--- config.mk ---
export PLATFORM = sky130hd
export DESIGN_NAME = lec_merge
export DESIGN_NICKNAME = d
export VERILOG_FILES = /design/src/rtl/lec_pkg.sv /design/src/rtl/lec_merge.sv
export SDC_FILE = /design/constraint.sdc
export NUM_CORES = 1
export LEC_CHECK = 0
export BUFFER_PORTS_ARGS = -buffer_cell sky130_fd_sc_hd__buf_4
export CAP_MARGIN = 20
export CORE_ASPECT_RATIO = 1.1
export CORE_UTILIZATION = 50
export CTS_BUF_LIST = sky130_fd_sc_hd__clkbuf_8 sky130_fd_sc_hd__clkbuf_16
export DETAILED_ROUTE_END_ITERATION = 8
export HOLD_SLACK_MARGIN = 0.06
export PLACE_DENSITY_LB_ADDON = 0.15
export SLEW_MARGIN = 20
export SYNTH_ARGS = -nofsm -noshare
export SYNTH_HDL_FRONTEND = slang
export SYNTH_SLANG_ARGS = --single-unit
--- constraint.sdc ---
create_clock -name i_clk -period 3.3 [get_ports i_clk]
set_input_delay 0 -clock i_clk [delete_from_list [all_inputs] [get_ports i_clk]]
set_output_delay 0 -clock i_clk [all_outputs]
set_load 0.1 [all_outputs]
--- src/rtl/lec_pkg.sv ---
// Shared types and constants for the low-pass echo core.
// No dependencies; used by every module of the block.
package lec_pkg;

    localparam int SAMPLE_W   = 16;
    localparam int ACC_W      = 25;
    localparam int SHIFT_W    = 4;
    localparam int GAIN_W     = 7;
    localparam int DELAY_W    = 13;
    localparam int PROD_W     = SAMPLE_W + GAIN_W + 1;
    localparam int MAG_W      = PROD_W - 1;
    localparam int Q_W        = 18;
    localparam int CFG_IDX_W  = 2;
    localparam int CFG_DATA_W = 16;

    localparam logic [CFG_IDX_W-1:0] CFG_LOWPASS_SHIFT     = 2'd0;
    localparam logic [CFG_IDX_W-1:0] CFG_ECHO_GAIN_PERCENT = 2'd1;
    localparam logic [CFG_IDX_W-1:0] CFG_ECHO_DELAY        = 2'd2;
    localparam logic [CFG_IDX_W-1:0] CFG_TWO_CHANNELS      = 2'd3;

    localparam logic [SHIFT_W-1:0] RST_LOWPASS_SHIFT = 4'd3;
    localparam logic [GAIN_W-1:0]  RST_ECHO_GAIN     = 7'd20;
    localparam logic [DELAY_W-1:0] RST_ECHO_DELAY    = 13'd0;
    localparam logic               RST_TWO_CHANNELS  = 1'b1;

    localparam logic [SHIFT_W-1:0] SHIFT_MAX = 4'd8;

    // floor(m / 100) = (m * RECIP_100) >> RECIP_SHIFT, exact for m below 6100806
    localparam logic [MAG_W-1:0] RECIP_100   = 23'd5368710;
    localparam int               RECIP_SHIFT = 29;

    localparam logic signed [Q_W:0] SAMPLE_MAX = 19'sd32767;
    localparam logic signed [Q_W:0] SAMPLE_MIN = -19'sd32768;

    typedef struct packed {
        logic               accept;
        logic               first;
        logic               tap_ok;
        logic               bypass;
        logic [SHIFT_W-1:0] shift;
        logic [GAIN_W-1:0]  gain;
    } t_lane_ctl;

    typedef struct packed {
        logic s1;
        logic s2;
        logic s3;
    } t_stage_en;

endpackage

--- src/rtl/lec_merge.sv ---
// Merging stage: adds echo to filter output, clamps, and holds the result item.
// Depends on lec_pkg.
module lec_merge import lec_pkg::*; (
    input  logic                       i_clk,
    input  logic                       i_rst_n,
    input  logic                       i_en,
    input  logic                       i_valid,
    input  logic                       i_two_channels,
    input  logic signed [SAMPLE_W-1:0] i_filt_l,
    input  logic signed [Q_W-1:0]      i_echo_l,
    input  logic signed [SAMPLE_W-1:0] i_filt_r,
    input  logic signed [Q_W-1:0]      i_echo_r,
    output logic                       o_valid,
    output logic signed [SAMPLE_W-1:0] o_left,
    output logic signed [SAMPLE_W-1:0] o_right
);

    logic                       r_valid;
    logic signed [SAMPLE_W-1:0] r_left, r_right;
    logic signed [Q_W:0]        sum_l, sum_r;

    function automatic logic signed [SAMPLE_W-1:0] clamp(input logic signed [Q_W:0] v);
        logic signed [SAMPLE_W-1:0] res;
        if (v > SAMPLE_MAX) begin
            res = SAMPLE_W'(SAMPLE_MAX);
        end else if (v < SAMPLE_MIN) begin
            res = SAMPLE_W'(SAMPLE_MIN);
        end else begin
            res = v[SAMPLE_W-1:0];
        end
        return res;
    endfunction

    assign sum_l = (Q_W+1)'(i_filt_l) + (Q_W+1)'(i_echo_l);
    assign sum_r = (Q_W+1)'(i_filt_r) + (Q_W+1)'(i_echo_r);

    always_ff @(posedge i_clk) begin
        if (!i_rst_n) begin
            r_valid <= 1'b0;
        end else if (i_en) begin
            r_valid <= i_valid;
        end
    end

    always_ff @(posedge i_clk) begin
        if (i_en && i_valid) begin
            r_left  <= clamp(sum_l);
            r_right <= i_two_channels ? clamp(sum_r) : '0;
        end
    end

    assign o_valid = r_valid;
    assign o_left  = r_left;
    assign o_right = r_right;

endmodule

==> results.cfg <==
[run_status]
outcome = finished, final reports clean

[finish]
area_growth_pct = 30.0
seq_area_um2 = 981
layout.cells.most_common = buf_4
fillerInstances = 547
antenna_diode_count = 0
layout_common_cells = buf_4, a21oi_1, ha_1
final_nets = 572
post-route-cell-area_um2 = 4220
multi_input_gate_area_um2 = 2180
drive_gt1_share_pct = 28.8
finish.cell_count_without_fillers = 542

[clock_network]
cts.sink_count = 33
clock_latency_ps = 270
postCtsSetupBuffers = 0
ctsHoldBuffers = 2
post_cts_resized = 0
clkTransAtPathRegs_ps = 70
root_buffer = clkbuf_8
htree_levels = 2
clock_tree_buf_depth = 2
cts_tree = yes
cts_made_buffers = 5

[timing]
timing_max_transition_violations_final = 0
timing.final.ws_setup_ps = 369
worst_slew_margin_rel_pct = 41.7
setup_total_negative_slack_ps = 0
max_freq_mhz = 341
finClkSkew_ps = 0
final_min_period_over_clock_period_pct = 88.8
finalCriticalPeriod_ps = 2930
finalHoldViolations = 0
grt_setup_unrepaired = false
tightestPinTransition_ps = 870
final-setup-viol-count = 0

[logic_synthesis]
edff_count_synth = 32
synth-async-reset-ratio_pct = 0
yosys_register_bits = 33
synth_warnings = 0
synth_ff_type = edfxtp_1
postSynthCellCount = 356
netlist-cell-type-count = 53
mappedNetlistNets = 467
avgSynthCellArea_um2 = 9.12
ys_seq_area_share_pct = 30.2
cell_area_synth_um2 = 3250

[global_routing]
wire_length_of_the_first_global_routing_pass_mm = 12.2
global_route.usage.met3_pct = 2.74
first_global_vias = 2741
track_usage_pct = 22.0
overflow = 0
gr-usage-met2_pct = 36.7
grt_max_degree = 34
gr_busiest_metal = met2
antenna_found_initial = 0
global_route.usage.met1_pct = 30.9

[setup_path]
crit_type = input pin to flip-flop
r2r_end = o_valid
worst_ep_required_time_ps = 3420
cp.arrival_ps = 3060
setup.worst_path.start_class = input pin
crit_start = i_filt_r[0]
cp-end-kind = flip-flop
crit_fanout = 15
rrSetupSlack_ps = 2050
max_stage_delay_ps = 740
worst-r2r-cell-count = 3
regToRegStartpoint = o_valid
crit_chain = buf_4, ha_1, fa_1, a211o_1, a21oi_1, o21ai_0, a211oi_1, xor2_1, o41ai_4, o311ai_1, a21boi_0
worstSetupEndpoint = o_right[8]
crit_slowest_cell = o41ai_4

[drt]
via_count = 3066
wl_per_cell_um = 14.0
detail_route.drc_violations = 0
detailedRoute.firstIterationViolations = 183
drt_pass1_iterations = 4
antenna_violating_nets_post_route = 0
avgViaCountPerCell = 5.66
drt-total-wl_mm = 7.58

[floorplanning]
floorplan.die.width_um = 78.9
fp-row-count = 30
chipHeight_um = 86.5
floorplan.io_pins = 106
coreArea_um2 = 6230
initial_core_util_pct = 52.1
die-area_um2 = 6820

[placement]
detailed_place.area_um2 = 4100
buffer_ports.inserted = 105
placement.setup.worst_slack_ps = 110
place.detailed.instances = 532
placed_wire_length_estimate_mm = 5.96
finalWeightedCongestion = 0.884

[worst_hold_path]
min-delay-path-class = input pin to flip-flop

[power]
report.power.total_uw = 1910
power.static_leakage_uw = 0.00186
power.density_cell_area_nw_per_um2 = 451
ir_drop_mv = 0.376

[flow_run]
maxCapViolations = 0
==> cell usage after synthesis (3+ instances only) <==
library cell   n  area (um^2)
nand2_1       32          120
a21boi_0       7         52.6
a21boi_2       8         90.1
clkbuf_1       6         22.5
edfxtp_1      32          961
xnor2_1       15          131
xor2_1        12          105
buf_2          3         15.0
and2_1         4         25.0
a21oi_2        3         26.3
a21o_1        12         90.1
nor2b_1        4         25.0
nand3_1       13         65.1
o211ai_1       5         37.5
a31oi_1        8         50.1
and3_1         7         43.8
a211o_1        3         26.3
nor2_1        19         71.3
o21a_1         4         30.0
nor3_1         3         15.0
o21ai_0       25          125
ha_1          36          450
or3_1          4         25.0
a211oi_1       8         60.1
a21oi_1       37          185
inv_1          7         26.3
nand4_1        4         25.0
==> area by class of cell <==
| cell class | count | share of cell area (%) |
|---|---|---|
| inverters | 7 | 0.622 |
| multi-input cells | 304 | 51.6 |
| well taps | 80 | 2.37 |
| repair buffers | 110 | 19.7 |
| clock inverters | 3 | 0.889 |
| clock buffers | 5 | 1.63 |
| flip-flops and latches | 33 | 23.2 |
==> how the worst min path moves through the flow <==
stage	from	to	slack [ps]	cells after the start
floorplan	i_rst_n	o_valid	120	1
global placement	i_rst_n	o_valid	200	2
detailed placement	i_rst_n	o_valid	220	2
finish	i_two_channels	o_right[15]	130	2
CTS	i_two_channels	o_right[15]	120	2
global route	i_two_channels	o_right[15]	130	2
==> state kept, by name (all words and copies together) (netlist names) <==
signal   flops
o_valid      1
o_right     16
o_left      16
==> through the flow <==
stage	util, %	hold slack (ps)
floorplan	-	118
global placement	65.8	203
detailed placement	65.8	217
CTS	67.8	119
global route	67.8	133
finish	67.8	129
==> critical path, delay by kind of cell <==
family / cells / cell delay (ps)
fa+ha+maj: 2 / 630
xor+xnor: 1 / 160
buf+inv: 1 / 110
compound gates: 7 / 2160
==> cells by family after synthesis <==
group	after synthesis	synth area share, %
simple gates	101	15.4
xor+xnor	27	7.28
compound gates	138	29.3
fa+ha+maj	38	15.1
buf+inv	19	2.70
flops	33	30.2
==> routing by layer <==
metal | vias up | part of all wire, % | wire length, um
li1 | 1563 | - | -
met1 | 1385 | 47 | 3560
met2 | 110 | 46 | 3470
met3 | 8 | 6.1 | 464
met4 | 0 | 1.0 | 79
met5 | - | 0 | 0
==> power by group <==
part           total [uW]  switching, uW  internal, uW
clock network         356            136           220
registers             541           13.7           527
logic                1010            683           327
Power figures use the tool's default switching activity.
